==> config.mk <==
export PLATFORM = sky130hd
export DESIGN_NAME = adb_keyboard_event_device_top
export DESIGN_NICKNAME = d
export VERILOG_FILES = /design/src/adbkbd_pkg.sv /design/src/adbkbd_ctrl.sv /design/src/adbkbd_dp.sv /design/src/adb_keyboard_event_device_top.sv
export VERILOG_INCLUDE_DIRS = /design/src /design/src/src
export SDC_FILE = /design/constraint.sdc
export NUM_CORES = 1
export LEC_CHECK = 0
export ABC_AREA = 1
export BUFFER_PORTS_ARGS = -buffer_cell sky130_fd_sc_hd__buf_2
export CORE_ASPECT_RATIO = 0.9
export CORE_MARGIN = 3
export CORE_UTILIZATION = 40
export CTS_BUF_LIST = sky130_fd_sc_hd__clkbuf_16
export DETAILED_ROUTE_END_ITERATION = 6
export MAX_ROUTING_LAYER = met4
export SLEW_MARGIN = 20
export SYNTH_ARGS = -nofsm -noshare
export SYNTH_HDL_FRONTEND = slang
export SYNTH_SLANG_ARGS = --single-unit
==> constraint.sdc <==
create_clock -name clk -period 3.6 [get_ports clk]
set_input_delay 0.9 -clock clk [delete_from_list [all_inputs] [get_ports clk]]
set_output_delay 0.9 -clock clk [all_outputs]
set_load 0.005 [all_outputs]
==> src/adb_keyboard_event_device_top_macros.svh <==
// ----------------------------------------------------------------------------
// adb keyboard event device - assertion macros
// concurrent assertion helpers, empty when synthesised
// ----------------------------------------------------------------------------
`ifndef ADB_KEYBOARD_EVENT_DEVICE_TOP_MACROS_SVH
`define ADB_KEYBOARD_EVENT_DEVICE_TOP_MACROS_SVH

`ifndef SYNTHESIS
// same-cycle implication, sampled on clk, idle during reset
`define ADBKBD_ASSERT_IMPL(label, ante, cons) \
  label: assert property (@(posedge clk) disable iff (!rst_n) (ante) |-> (cons)) \
    else $error("assertion failed: label");
// next-cycle implication
`define ADBKBD_ASSERT_NEXT(label, ante, cons) \
  label: assert property (@(posedge clk) disable iff (!rst_n) (ante) |=> (cons)) \
    else $error("assertion failed: label");
`else
`define ADBKBD_ASSERT_IMPL(label, ante, cons)
`define ADBKBD_ASSERT_NEXT(label, ante, cons)
`endif

`endif

==> src/adbkbd_pkg.sv <==
// ----------------------------------------------------------------------------
// adbkbd_pkg
// shared types, constants and helpers of the adb keyboard event device
// ----------------------------------------------------------------------------
`default_nettype none

package adbkbd_pkg;

  localparam int FIFO_DEPTH = 16;
  localparam int KEY_COUNT  = 128;
  localparam int PTR_W      = (FIFO_DEPTH > 1) ? $clog2(FIFO_DEPTH) : 1;
  localparam int CNT_W      = $clog2(FIFO_DEPTH + 1);
  localparam int KEY_W      = $clog2(KEY_COUNT);

  typedef enum logic [1:0] {
    REQ_KEY       = 2'd0,
    REQ_RELEASE   = 2'd1,
    REQ_BUS       = 2'd2,
    REQ_LED_DATA  = 2'd3
  } req_t;

  typedef enum logic [1:0] {
    CMD_RESET  = 2'd0,
    CMD_FLUSH  = 2'd1,
    CMD_TALK   = 2'd2,
    CMD_LISTEN = 2'd3
  } bus_cmd_t;

  localparam logic [1:0] REG_EVENTS = 2'd0;
  localparam logic [1:0] REG_MODS   = 2'd2;

  typedef enum logic [2:0] {
    ST_IDLE,
    ST_EXEC,
    ST_SCAN,
    ST_POP1,
    ST_POP2,
    ST_RESULT
  } state_t;

  // scan codes with a modifier bit
  localparam logic [6:0] KEY_DELETE    = 7'h75;
  localparam logic [6:0] KEY_CAPS      = 7'h39;
  localparam logic [6:0] KEY_POWER     = 7'h7f;
  localparam logic [6:0] KEY_CTRL_L    = 7'h36;
  localparam logic [6:0] KEY_CTRL_R    = 7'h7d;
  localparam logic [6:0] KEY_SHIFT_L   = 7'h38;
  localparam logic [6:0] KEY_SHIFT_R   = 7'h7b;
  localparam logic [6:0] KEY_OPTION_L  = 7'h3a;
  localparam logic [6:0] KEY_OPTION_R  = 7'h7c;
  localparam logic [6:0] KEY_COMMAND   = 7'h37;
  localparam logic [6:0] KEY_CLEAR     = 7'h47;
  localparam logic [6:0] KEY_HELP      = 7'h72;

  localparam logic [15:0] MOD_DELETE   = 16'h4000;
  localparam logic [15:0] MOD_CAPS     = 16'h2000;
  localparam logic [15:0] MOD_POWER    = 16'h1000;
  localparam logic [15:0] MOD_CTRL     = 16'h0800;
  localparam logic [15:0] MOD_SHIFT    = 16'h0400;
  localparam logic [15:0] MOD_OPTION   = 16'h0200;
  localparam logic [15:0] MOD_COMMAND  = 16'h0100;
  localparam logic [15:0] MOD_CLEAR    = 16'h0080;
  localparam logic [15:0] MOD_HELP     = 16'h0040;
  localparam logic [15:0] MOD_ALL_UP   = 16'hffff;
  localparam logic [15:0] MOD_KEYS_UP  = 16'hfff8;
  localparam logic [7:0]  RESP_PAD     = 8'h80;

  typedef struct packed {
    logic capture;
    logic key_apply;
    logic led_apply;
    logic disarm;
    logic arm;
    logic dev_reset;
    logic fifo_clear;
    logic hold_mod;
    logic scan_step;
    logic pop_first;
    logic pad_lo;
    logic rd_next;
    logic pop_second;
    logic out_load;
  } cmd_t;

  typedef struct packed {
    req_t       req;
    bus_cmd_t   bus_cmd;
    logic [1:0] reg_num;
    logic       fifo_empty;
    logic       fifo_one;
    logic       scan_last;
    logic       out_free;
  } status_t;

  function automatic logic [PTR_W-1:0] ptr_inc(input logic [PTR_W-1:0] p);
    ptr_inc = (p == PTR_W'(FIFO_DEPTH - 1)) ? '0 : p + PTR_W'(1);
  endfunction

  // active-low: following bits clear on press, toggling bits flip on press
  function automatic logic [15:0] mod_key_update(input logic [15:0] mod,
                                                 input logic [6:0]  key,
                                                 input logic        down);
    logic [15:0] fbit;
    logic [15:0] tbit;
    fbit = '0;
    tbit = '0;
    case (key)
      KEY_DELETE:                fbit = MOD_DELETE;
      KEY_CAPS:                  tbit = MOD_CAPS;
      KEY_POWER:                 fbit = MOD_POWER;
      KEY_CTRL_L, KEY_CTRL_R:     fbit = MOD_CTRL;
      KEY_SHIFT_L, KEY_SHIFT_R:   fbit = MOD_SHIFT;
      KEY_OPTION_L, KEY_OPTION_R: fbit = MOD_OPTION;
      KEY_COMMAND:               fbit = MOD_COMMAND;
      KEY_CLEAR:                 tbit = MOD_CLEAR;
      KEY_HELP:                  tbit = MOD_HELP;
      default:                   fbit = '0;
    endcase
    mod_key_update = down ? ((mod & ~fbit) ^ tbit) : (mod | fbit);
  endfunction

endpackage

`default_nettype wire

==> src/adbkbd_ctrl.sv <==
// ----------------------------------------------------------------------------
// adbkbd_ctrl
// sequencer: decodes a captured request and steps the datapath through it
// ----------------------------------------------------------------------------
`default_nettype none

module adbkbd_ctrl (
  input  wire                clk,
  input  wire                rst_n,
  input  wire                in_valid,
  output logic               in_ready,
  input  adbkbd_pkg::status_t st,
  output adbkbd_pkg::cmd_t    cmd
);
  import adbkbd_pkg::*;

  state_t state_r;
  state_t state_nxt;

  always_ff @(posedge clk) begin
    if (!rst_n) begin
      state_r <= ST_IDLE;
    end else begin
      state_r <= state_nxt;
    end
  end

  always_comb begin
    state_nxt = state_r;
    cmd       = '0;
    in_ready  = 1'b0;
    case (state_r)
      ST_IDLE: begin
        in_ready = 1'b1;
        if (in_valid) begin
          cmd.capture = 1'b1;
          state_nxt   = ST_EXEC;
        end
      end
      ST_EXEC: begin
        state_nxt = ST_IDLE;
        case (st.req)
          REQ_KEY:      cmd.key_apply = 1'b1;
          REQ_RELEASE:  state_nxt = ST_SCAN;
          REQ_LED_DATA: cmd.led_apply = 1'b1;
          REQ_BUS: begin
            cmd.disarm = 1'b1;
            case (st.bus_cmd)
              CMD_RESET: begin
                cmd.dev_reset  = 1'b1;
                cmd.fifo_clear = 1'b1;
              end
              CMD_FLUSH: cmd.fifo_clear = 1'b1;
              CMD_TALK: begin
                if (st.reg_num == REG_EVENTS) begin
                  // read data for the head entry is ready next cycle
                  if (!st.fifo_empty) state_nxt = ST_POP1;
                end else if (st.reg_num == REG_MODS) begin
                  cmd.hold_mod = 1'b1;
                  state_nxt    = ST_RESULT;
                end
              end
              CMD_LISTEN: cmd.arm = (st.reg_num == REG_MODS);
              default: cmd.disarm = 1'b1;
            endcase
          end
          default: state_nxt = ST_IDLE;
        endcase
      end
      ST_SCAN: begin
        cmd.scan_step = 1'b1;
        if (st.scan_last) state_nxt = ST_IDLE;
      end
      ST_POP1: begin
        cmd.pop_first = 1'b1;
        if (st.fifo_one) begin
          cmd.pad_lo = 1'b1;
          state_nxt  = ST_RESULT;
        end else begin
          cmd.rd_next = 1'b1;
          state_nxt   = ST_POP2;
        end
      end
      ST_POP2: begin
        cmd.pop_second = 1'b1;
        state_nxt      = ST_RESULT;
      end
      ST_RESULT: begin
        if (st.out_free) begin
          cmd.out_load = 1'b1;
          state_nxt    = ST_IDLE;
        end
      end
      default: state_nxt = ST_IDLE;
    endcase
  end

endmodule

`default_nettype wire

==> src/adbkbd_dp.sv <==
// ----------------------------------------------------------------------------
// adbkbd_dp
// event fifo, key map, modifier word, led capture and response register
// ----------------------------------------------------------------------------
`default_nettype none

module adbkbd_dp (
  input  wire                 clk,
  input  wire                 rst_n,
  input  adbkbd_pkg::cmd_t     cmd,
  output adbkbd_pkg::status_t  st,
  input  wire  [1:0]          req_type,
  input  wire  [6:0]          key_code,
  input  wire                 key_down,
  input  wire  [1:0]          cmd_kind,
  input  wire  [1:0]          reg_num,
  input  wire  [7:0]          led_byte,
  output logic                out_valid,
  input  wire                 out_ready,
  output logic [7:0]          resp_hi,
  output logic [7:0]          resp_lo
);
  import adbkbd_pkg::*;

  // captured request
  logic [1:0]       req_r;
  logic [6:0]       key_r;
  logic             down_r;
  logic [1:0]       cmdk_r;
  logic [1:0]       regn_r;
  logic [7:0]       led_r;

  logic [7:0]       fifo_mem [FIFO_DEPTH];
  logic [7:0]       rd_data_r;
  logic [PTR_W-1:0] head_r;
  logic [PTR_W-1:0] tail_r;
  logic [CNT_W-1:0] count_r;

  logic [KEY_COUNT-1:0] key_map_r;
  logic [KEY_W-1:0]     scan_r;
  logic [15:0]          mod_r;
  logic                 armed_r;

  logic [7:0]       hold_hi_r;
  logic [7:0]       hold_lo_r;
  logic             out_valid_r;
  logic [7:0]       out_hi_r;
  logic [7:0]       out_lo_r;

  logic             push_req;
  logic             push_en;
  logic [7:0]       push_data;
  logic             pop_en;
  logic             full;
  logic [PTR_W-1:0] rd_addr;

  assign full    = (count_r == CNT_W'(FIFO_DEPTH));
  assign pop_en  = cmd.pop_first | cmd.pop_second;
  assign rd_addr = cmd.rd_next ? ptr_inc(head_r) : head_r;

  always_comb begin
    push_req  = 1'b0;
    push_data = {~down_r, key_r};
    if (cmd.key_apply) begin
      push_req = 1'b1;
    end else if (cmd.scan_step) begin
      push_req  = key_map_r[scan_r];
      push_data = {1'b1, scan_r};
    end
  end

  // a full fifo drops the event
  assign push_en = push_req & ~full;

  always_ff @(posedge clk) begin
    if (push_en) fifo_mem[tail_r] <= push_data;
    rd_data_r <= fifo_mem[rd_addr];
  end

  always_ff @(posedge clk) begin
    if (cmd.capture) begin
      req_r  <= req_type;
      key_r  <= key_code;
      down_r <= key_down;
      cmdk_r <= cmd_kind;
      regn_r <= reg_num;
      led_r  <= led_byte;
    end
    if (cmd.pop_first) hold_hi_r <= rd_data_r;
    if (cmd.pop_second) hold_lo_r <= rd_data_r;
    if (cmd.pad_lo) hold_lo_r <= RESP_PAD;
    if (cmd.hold_mod) begin
      hold_hi_r <= mod_r[15:8];
      hold_lo_r <= mod_r[7:0];
    end
    if (cmd.out_load) begin
      out_hi_r <= hold_hi_r;
      out_lo_r <= hold_lo_r;
    end
  end

  always_ff @(posedge clk) begin
    if (!rst_n) begin
      head_r      <= '0;
      tail_r      <= '0;
      count_r     <= '0;
      key_map_r   <= '0;
      scan_r      <= '0;
      mod_r       <= MOD_ALL_UP;
      armed_r     <= 1'b0;
      out_valid_r <= 1'b0;
    end else begin
      if (cmd.fifo_clear) begin
        head_r  <= '0;
        tail_r  <= '0;
        count_r <= '0;
      end else if (push_en) begin
        tail_r  <= ptr_inc(tail_r);
        count_r <= count_r + CNT_W'(1);
      end else if (pop_en) begin
        head_r  <= ptr_inc(head_r);
        count_r <= count_r - CNT_W'(1);
      end

      if (cmd.capture) scan_r <= '0;
      if (cmd.key_apply) begin
        key_map_r[key_r] <= down_r;
        mod_r            <= mod_key_update(mod_r, key_r, down_r);
      end
      if (cmd.scan_step) begin
        key_map_r[scan_r] <= 1'b0;
        scan_r            <= scan_r + KEY_W'(1);
        if (st.scan_last) mod_r <= mod_r | MOD_KEYS_UP;
      end
      if (cmd.dev_reset) mod_r <= MOD_ALL_UP;

      if (cmd.led_apply && armed_r) begin
        mod_r   <= {mod_r[15:3], led_r[2:0]};
        armed_r <= 1'b0;
      end
      if (cmd.arm) begin
        armed_r <= 1'b1;
      end else if (cmd.disarm) begin
        armed_r <= 1'b0;
      end

      if (cmd.out_load) begin
        out_valid_r <= 1'b1;
      end else if (out_ready) begin
        out_valid_r <= 1'b0;
      end
    end
  end

  always_comb begin
    st.req        = req_t'(req_r);
    st.bus_cmd    = bus_cmd_t'(cmdk_r);
    st.reg_num    = regn_r;
    st.fifo_empty = (count_r == '0);
    st.fifo_one   = (count_r == CNT_W'(1));
    st.scan_last  = (scan_r == KEY_W'(KEY_COUNT - 1));
    st.out_free   = ~out_valid_r | out_ready;
  end

  assign out_valid = out_valid_r;
  assign resp_hi   = out_hi_r;
  assign resp_lo   = out_lo_r;

endmodule

`default_nettype wire

==> src/adb_keyboard_event_device_top.sv <==
// ----------------------------------------------------------------------------
// adb_keyboard_event_device_top
// desktop bus keyboard: event queue, key map, modifier word and bus commands
// ----------------------------------------------------------------------------
// One request is taken at a time. A key change, listen data, reset, flush,
// listen or talk to an empty or unused register is done in the execute state,
// after which the next request can be taken. Talk 2 goes on to the result
// state, and talk 0 reaches it through ST_POP1 (one event) or ST_POP1 and
// ST_POP2 (two events), since each event is read through the registered read
// port of the event fifo memory; a result then waits in the output register
// while the next request is already accepted, and a further result is held
// back until that register is free. Release all scans the key map one key per
// cycle. The event fifo holds FIFO_DEPTH entries; events that find it full
// are lost.
`default_nettype none

`include "adb_keyboard_event_device_top_macros.svh"

module adb_keyboard_event_device_top (
  input  wire         clk,
  input  wire         rst_n,
  input  wire         in_tvalid,
  output logic        in_tready,
  input  wire  [23:0] in_tdata,   // key_code[6:0], key_down[7], reg_num[9:8], led_byte[17:10]
  input  wire  [3:0]  in_tuser,   // req_type[1:0], cmd_kind[3:2]
  output logic        out_tvalid,
  input  wire         out_tready,
  output logic [15:0] out_tdata   // resp_hi[7:0], resp_lo[15:8]
);
  import adbkbd_pkg::*;

  cmd_t    cmd;
  status_t st;
  logic [7:0] resp_hi;
  logic [7:0] resp_lo;

  adbkbd_ctrl u_ctrl (
    .clk      (clk),
    .rst_n    (rst_n),
    .in_valid (in_tvalid),
    .in_ready (in_tready),
    .st       (st),
    .cmd      (cmd)
  );

  adbkbd_dp u_dp (
    .clk       (clk),
    .rst_n     (rst_n),
    .cmd       (cmd),
    .st        (st),
    .req_type  (in_tuser[1:0]),
    .key_code  (in_tdata[6:0]),
    .key_down  (in_tdata[7]),
    .cmd_kind  (in_tuser[3:2]),
    .reg_num   (in_tdata[9:8]),
    .led_byte  (in_tdata[17:10]),
    .out_valid (out_tvalid),
    .out_ready (out_tready),
    .resp_hi   (resp_hi),
    .resp_lo   (resp_lo)
  );

  assign out_tdata = {resp_lo, resp_hi};

  // one request at a time: busy right after acceptance
  `ADBKBD_ASSERT_NEXT(a_busy_after_accept, in_tvalid && in_tready, !in_tready)
  // a result is never written over one still waiting
  `ADBKBD_ASSERT_IMPL(a_load_only_free, cmd.out_load, st.out_free)
  // events are only popped from a non-empty fifo
  `ADBKBD_ASSERT_IMPL(a_pop_nonempty, cmd.pop_first || cmd.pop_second, !st.fifo_empty)

endmodule

`default_nettype wire

==> metrics.txt, run 1 <==
vias in the first global route=13.2k; postcts setup bufs=0; total grt overflow=0; Adder-Cell Fraction of Synth Area=1.05%; initial DRC count=1764; VDD IR max=between 300 and 400 uV; Synth Register Bits=351; synth warn=0; crit path max fanout=10; slowest CP cell=dfxtp_1; initial antenna violation count=1; Max-Cap Viols=0; worst-margin pin slew=1.02 ns; area of the core=~41000 um2; RSZ-0062 raised after global routing=false; Final HPWL DP=32500 um; max frequency=0.326 GHz; WS Path Type=register to register; post-synthesis compound-gate area fraction=between 10% and 20%; Post-Route WL=50200 um; count of cell types in the netlist=43; final hold slack=0.421 ns; syn nets=2067; Fillers=between 4k and 5k; Hold Crit Class=register to register; CTS clk-pin slew, worst paths=0.06 ns; Mean Syn Cell Area=8.23 um2; GPL Wtd Cong=0.930; slowest stage delay, CP=approximately 0.54 ns; pwr/cell area=449 nW/um2; wire per inst=between 15 and 20 um; CTS root buffer=clkbuf_16; final period utilization=roughly 85%; Power Total=8.43 mW; Post-Synth Simple-Gate Area=a little over a fifth; largest net degree at the start of global routing=133; startpoint class of the critical path=register; # setup viols final=0; largest family of logic cells by synthesized area=simple AND/OR/NAND/NOR gates; Worst-Skew Late Latency=0.57 ns; crit path buf inv count=4; Period minus WS final=3.07 ns; H-tree depth=2; Slew Viols, Final=0; status=complete, no violations; area growth from synthesis to final layout=12.8%; Pre-antenna DRT Iters=6; most frequent cell on the critical path=nand2_1; Final Hold Fails=0; register area=8800 um2; row count=70; Remaining DRCs=0; Clock Sinks=351; Slew HR=between 30% and 40%; first-pass GRT wire length=just under 80000 um; Cell Count, Final, Fillers Out=about 2.6k; XOR/XNOR share of the synthesized area=0.211%; crit path DAT=3.32 ns; dpl cells=roughly 2.6k; most frequent cells after synthesis=382 x nand2_1, 315 x nor2_1, 229 x o21ai_0; mux contribution to synthesized area=less than 1%; top_reg_cell synth=edfxtp_1; ys async rst share=0%; Worst EP required=3.85 ns; Die W=221 um; setup TNS=0 ns; full die area=44100 um2; Initial Util=40.7%; Vias=14.4k; cell area after synthesis=16600 um2; Synth area leaders=edfxtp_1 32%, dfxtp_1 21%, nand2_1 8.6%; die height=199 um; number of synthesized flops with an enable pin=between 150 and 200; CTS resizes=0; Critical Path End Type=register; CTS tree=done; leakage power=6.95 nW; share of the synthesized area in the top cell type=32.0%; sequential area share after synthesis=52.9%; Yosys top cell by area=edfxtp_1; crit-path leading delay family=simple AND/OR/NAND/NOR gates; Ports=50; IO Port Bufs=38; gr usage total=23.2%; Post-CTS Hold Buffers=0; Layout Skew=about 0.029 ns; Core Util, Final=46.0%; area occupied by multi-input gates=roughly 6500 um2; DR vias/cell=5.46; Final nets=around 2.1k; Cell Chain, Critical Path=inv_1 -> nor2_4 -> buf_12 -> nand3_1 -> nand2_1 -> nor2_1 -> nor2_1 -> nor2_1 -> nand2_1 -> nand2_1 -> nand2_1 -> o21ai_2 -> nand2_2 -> nand2_4 -> inv_4 -> nand2_1 -> nor2_1 -> buf_4; synthesized instance count=approximately 2k; fraction of layout cells with a size suffix above 1=~8.5%; total CTS buffers=38; most frequent cell after synthesis=nand2_1; CTS max path bufs=3; Post-DRT Antenna Nets=0
-- routing by layer --
layer / vias to the layer above / track usage, % / wire (um)
met5: - / - / 0
met1: 6798 / 32.9 / 22900
met3: 71 / 4.19 / 4580
met2: 591 / 33.8 / 21500
met4: 0 / 7.18 / 1280
li1: 6896 / - / -
-- final timing paths --
kind / start / to / slack (ns) / cells past startpoint
worst max register to register: u_dp.scan_r[1]$_SDFFE_PN0P_ / u_dp.fifo_mem[8][2]$_DFFE_PP_ / 0.53 / 18
worst max-delay path: u_dp.scan_r[1]$_SDFFE_PN0P_ / u_dp.fifo_mem[8][2]$_DFFE_PP_ / 0.53 / 18
worst min-delay path: u_dp.hold_hi_r[5]$_DFFE_PP_ / u_dp.resp_hi[5]$_DFFE_PP_ / 0.42 / 0
worst min register to register: u_dp.hold_hi_r[5]$_DFFE_PP_ / u_dp.resp_hi[5]$_DFFE_PP_ / 0.42 / 0
-- metrics by stage --
stage               cell area, um2  setup slack [ns]
floorplan                    16600             0.650
global placement             17600             0.608
detailed placement           17600             0.585
CTS                          18800             0.564
global route                 18800             0.283
finish                       18800             0.534
-- power by group --
part	leakage (nW)	switching (mW)	internal (mW)
registers	3.01	0.0335	4.25
logic	3.34	0.372	0.115
clock network	0.608	1.62	2.04
total	6.95	2.02	6.41
-- registers in the layout, indices dropped and copies added (netlist names) --
register,count
u_dp.resp_hi,8
u_dp.cmdk_r,2
u_dp.led_r,3
u_dp.hold_hi_r,8
u_ctrl.state_r,3
u_dp.down_r,1
u_dp.req_r,2
u_dp.count_r,5
u_dp.hold_lo_r,8
u_dp.resp_lo,8
u_dp.key_map_r,128
u_dp.head_r,4
u_dp.out_valid,1
u_dp.key_r,7
u_dp.fifo_mem,128
u_dp.scan_r,7
u_dp.armed_r,1
u_dp.tail_r,4
u_dp.rd_data_r,8
u_dp.regn_r,2
u_dp.mod_r,13
-- cells in the final DEF (no fill, tap or decap), types with 2 or more instances in the layout --
master     count
a211oi_1      90
a21oi_1       29
a221oi_1       2
buf_12         6
buf_2         37
buf_4         55
clkbuf_16     39
clkinv_1       8
clkinv_2       5
dfxtp_1      173
edfxtp_1     177
ha_1          14
inv_1        236
inv_2          6
nand2_1      382
nand2_2        4
nand3_1       97
nand4_1        4
nor2_1       315
nor2_4         3
nor3_1        46
nor3_2         4
nor3b_1        8
nor4_1         2
o211ai_1      41
o21a_1         5
o21ai_0      223
o21ai_1        9
o21ai_2        4
o221ai_1      22
o22ai_1       18
or2_2          3
xor2_1         4
-- logic make-up (layout without fill, tap and decap cells) --
family | count (synthesis) | in the layout
XOR/XNOR | 4 | 4
other | 0 | 1
AO/OA/AOI/OAI | 449 | 449
multiplexers | 1 | 1
adder cells (fa/ha/maj) | 14 | 14
AND/OR/NAND/NOR | 871 | 871
buffers and inverters | 331 | 397
flip-flops | 351 | 351
-- area by class of cell --
cell class	instances	share of cell area, %
clock buffers	39	5.20
flip-flops and latches	351	46.9
diodes	1	0.0133
well taps	540	3.60
inverters	231	4.64
repair buffers	98	3.83
clock inverters	29	0.887
multi-input cells	1339	34.9
Note: power is estimated with default switching activity, not from simulation.
==> inputs of run 2 (changes only) <==
--- a/config.mk
+++ b/config.mk
@@ -11,10 +11,8 @@
 export CORE_ASPECT_RATIO = 0.9
 export CORE_MARGIN = 3
 export CORE_UTILIZATION = 40
-export CTS_BUF_LIST = sky130_fd_sc_hd__clkbuf_16
 export DETAILED_ROUTE_END_ITERATION = 6
 export MAX_ROUTING_LAYER = met4
-export SLEW_MARGIN = 20
 export SYNTH_ARGS = -nofsm -noshare
 export SYNTH_HDL_FRONTEND = slang
 export SYNTH_SLANG_ARGS = --single-unit
==> metrics.txt, run 2 (synthesized netlist as in run 1, its figures left out) <==
first-pass GRT wire length=77700 um; Ports=50; worst-margin pin slew=about 1.0 ns; Final Hold Fails=0; Post-Route WL=a little over 50000 um; initial antenna violation count=1; # setup viols final=0; fraction of layout cells with a size suffix above 1=8.72%; Period minus WS final=3.05 ns; most frequent cell on the critical path=nand2_1; Psw=2.02 mW; pwr/cell area=456 nW/um2; row count=70; final period utilization=between 80% and 90%; P_int=roughly 6.5 mW; setup TNS=0 ns; WS Path Type=register to register; die height=199 um; status=complete, no violations; DR vias/cell=5.43; Regs by FF count=u_dp.fifo_mem: 128 flops, u_dp.key_map_r: 128 flops, u_dp.mod_r: 13 flops; vias in the first global route=13.2k; Layout Skew=0.0289 ns; leakage power=6.93 nW; CTS max path bufs=3; commonest non-fill, non-tap cell in the layout=nand2_1; Max-Cap Viols=0; Critical Path End Type=register; VDD IR max=362 uV; GPL Wtd Cong=0.930; Post-DRT Antenna Nets=0; crit path max fanout=10; initial DRC count=roughly 1.8k; Hold Crit Class=register to register; gr usage total=23.2%; CTS clk-pin slew, worst paths=0.06 ns; Initial Util=40.7%; wire per inst=19.1 um; RSZ-0062 raised after global routing=false; Gate power share=5.7%; IO Port Bufs=38; Slew Viols, Final=0; Clk pwr share=44.3%; register area=just under 9000 um2; Final nets=2105; Worst-Skew Late Latency=0.57 ns; Pre-antenna DRT Iters=6; full die area=44100 um2; startpoint class of the critical path=register; part of the power in registers=50.0%; crit path DAT=about 3.3 ns; dpl cells=between 2k and 3k; area occupied by multi-input gates=6550 um2; Post-CTS Hold Buffers=0; CTS resizes=0; Slew HR=32.0%; Clock Sinks=351; area of the core=40800 um2; Final HPWL DP=32500 um; H-tree depth=2; Worst EP required=3.85 ns; postcts setup bufs=0; Fillers=approximately 4k; Remaining DRCs=0; total CTS buffers=38; largest net degree at the start of global routing=~130; total grt overflow=0; Die W=roughly 220 um; CTS tree=done; Cell Chain, Critical Path=inv_1 -> nor2_4 -> buf_12 -> nand3_1 -> nand2_1 -> nor2_1 -> nor2_1 -> nor2_1 -> nand2_1 -> nand2_1 -> nand2_1 -> o21ai_2 -> nand2_2 -> nand2_4 -> inv_4 -> nand2_1 -> nor2_1 -> buf_4; slowest CP cell=dfxtp_1; Vias=14.3k; most frequent cells in the layout=382 x nand2_1, 315 x nor2_1, 224 x inv_1, 223 x o21ai_0, 177 x edfxtp_1; crit path buf inv count=4; area growth from synthesis to final layout=13.1%; Net Sw Frac=23.6%; final instance area=18800 um2; slowest stage delay, CP=0.54 ns; crit-path leading delay family=simple AND/OR/NAND/NOR gates; max frequency=0.328 GHz; CTS root buffer=clkbuf_16; Cell Count, Final, Fillers Out=2628; Post-DP Area=17600 um2
run 2: layout make-up:
type / instances / area share [%]
tap: 540 / 3.59
antenna: 1 / 0.0133
timing repair buffer: 98 / 3.82
inverter: 231 / 4.62
clock buffer: 56 / 5.80
sequential: 351 / 46.8
multi-input combinational: 1339 / 34.8
clock inverter: 12 / 0.546
run 2: worst paths after layout:
check / endpoint / slack, ns / startpoint / cells past startpoint
worst max-delay path: u_dp.fifo_mem[8][2]$_DFFE_PP_ / 0.55 / u_dp.scan_r[1]$_SDFFE_PN0P_ / 18
worst min-delay path: u_dp.resp_hi[3]$_DFFE_PP_ / 0.42 / u_dp.hold_hi_r[3]$_DFFE_PP_ / 0
worst max register to register: u_dp.fifo_mem[8][2]$_DFFE_PP_ / 0.55 / u_dp.scan_r[1]$_SDFFE_PN0P_ / 18
worst min register to register: u_dp.resp_hi[3]$_DFFE_PP_ / 0.42 / u_dp.hold_hi_r[3]$_DFFE_PP_ / 0
run 2: per-stage QoR:
step           util [%]  power (mW)  worst slack, ns  hold WS, ns
2_1_floorplan         -        4.64            0.650        0.400
3_3_place_gp       43.1        4.84            0.608        0.401
3_5_place_dp       43.1        4.85            0.585        0.406
4_1_cts            46.1        8.64            0.564        0.420
5_1_grt            46.1        8.84            0.283        0.431
6_report           46.1        8.57            0.550        0.420
run 2: worst register-to-register path, delay by kind of cell (launching register included):
family,cells,cell delay (ns)
compound gates,1,0.06
buf+inv,4,0.62
flops,1,0.54
simple gates,13,1.52
run 2: routing by layer:
layer	track usage, %	vias up	wire length (um)
met4	7.18	0	1290
li1	-	6893	-
met5	-	-	0
met1	32.9	6688	23100
met3	4.19	73	4430
met2	33.8	619	21500
run 2: power by group through the flow:
stage / Combinational (mW) / Sequential, mW / Clock [mW]
6_report: 0.487 / 4.28 / 3.80
5_1_grt: 0.529 / 4.29 / 4.03
4_1_cts: 0.479 / 4.28 / 3.88
3_5_place_dp: 0.478 / 4.37 / 0
3_3_place_gp: 0.472 / 4.37 / 0
2_1_floorplan: 0.284 / 4.35 / 0
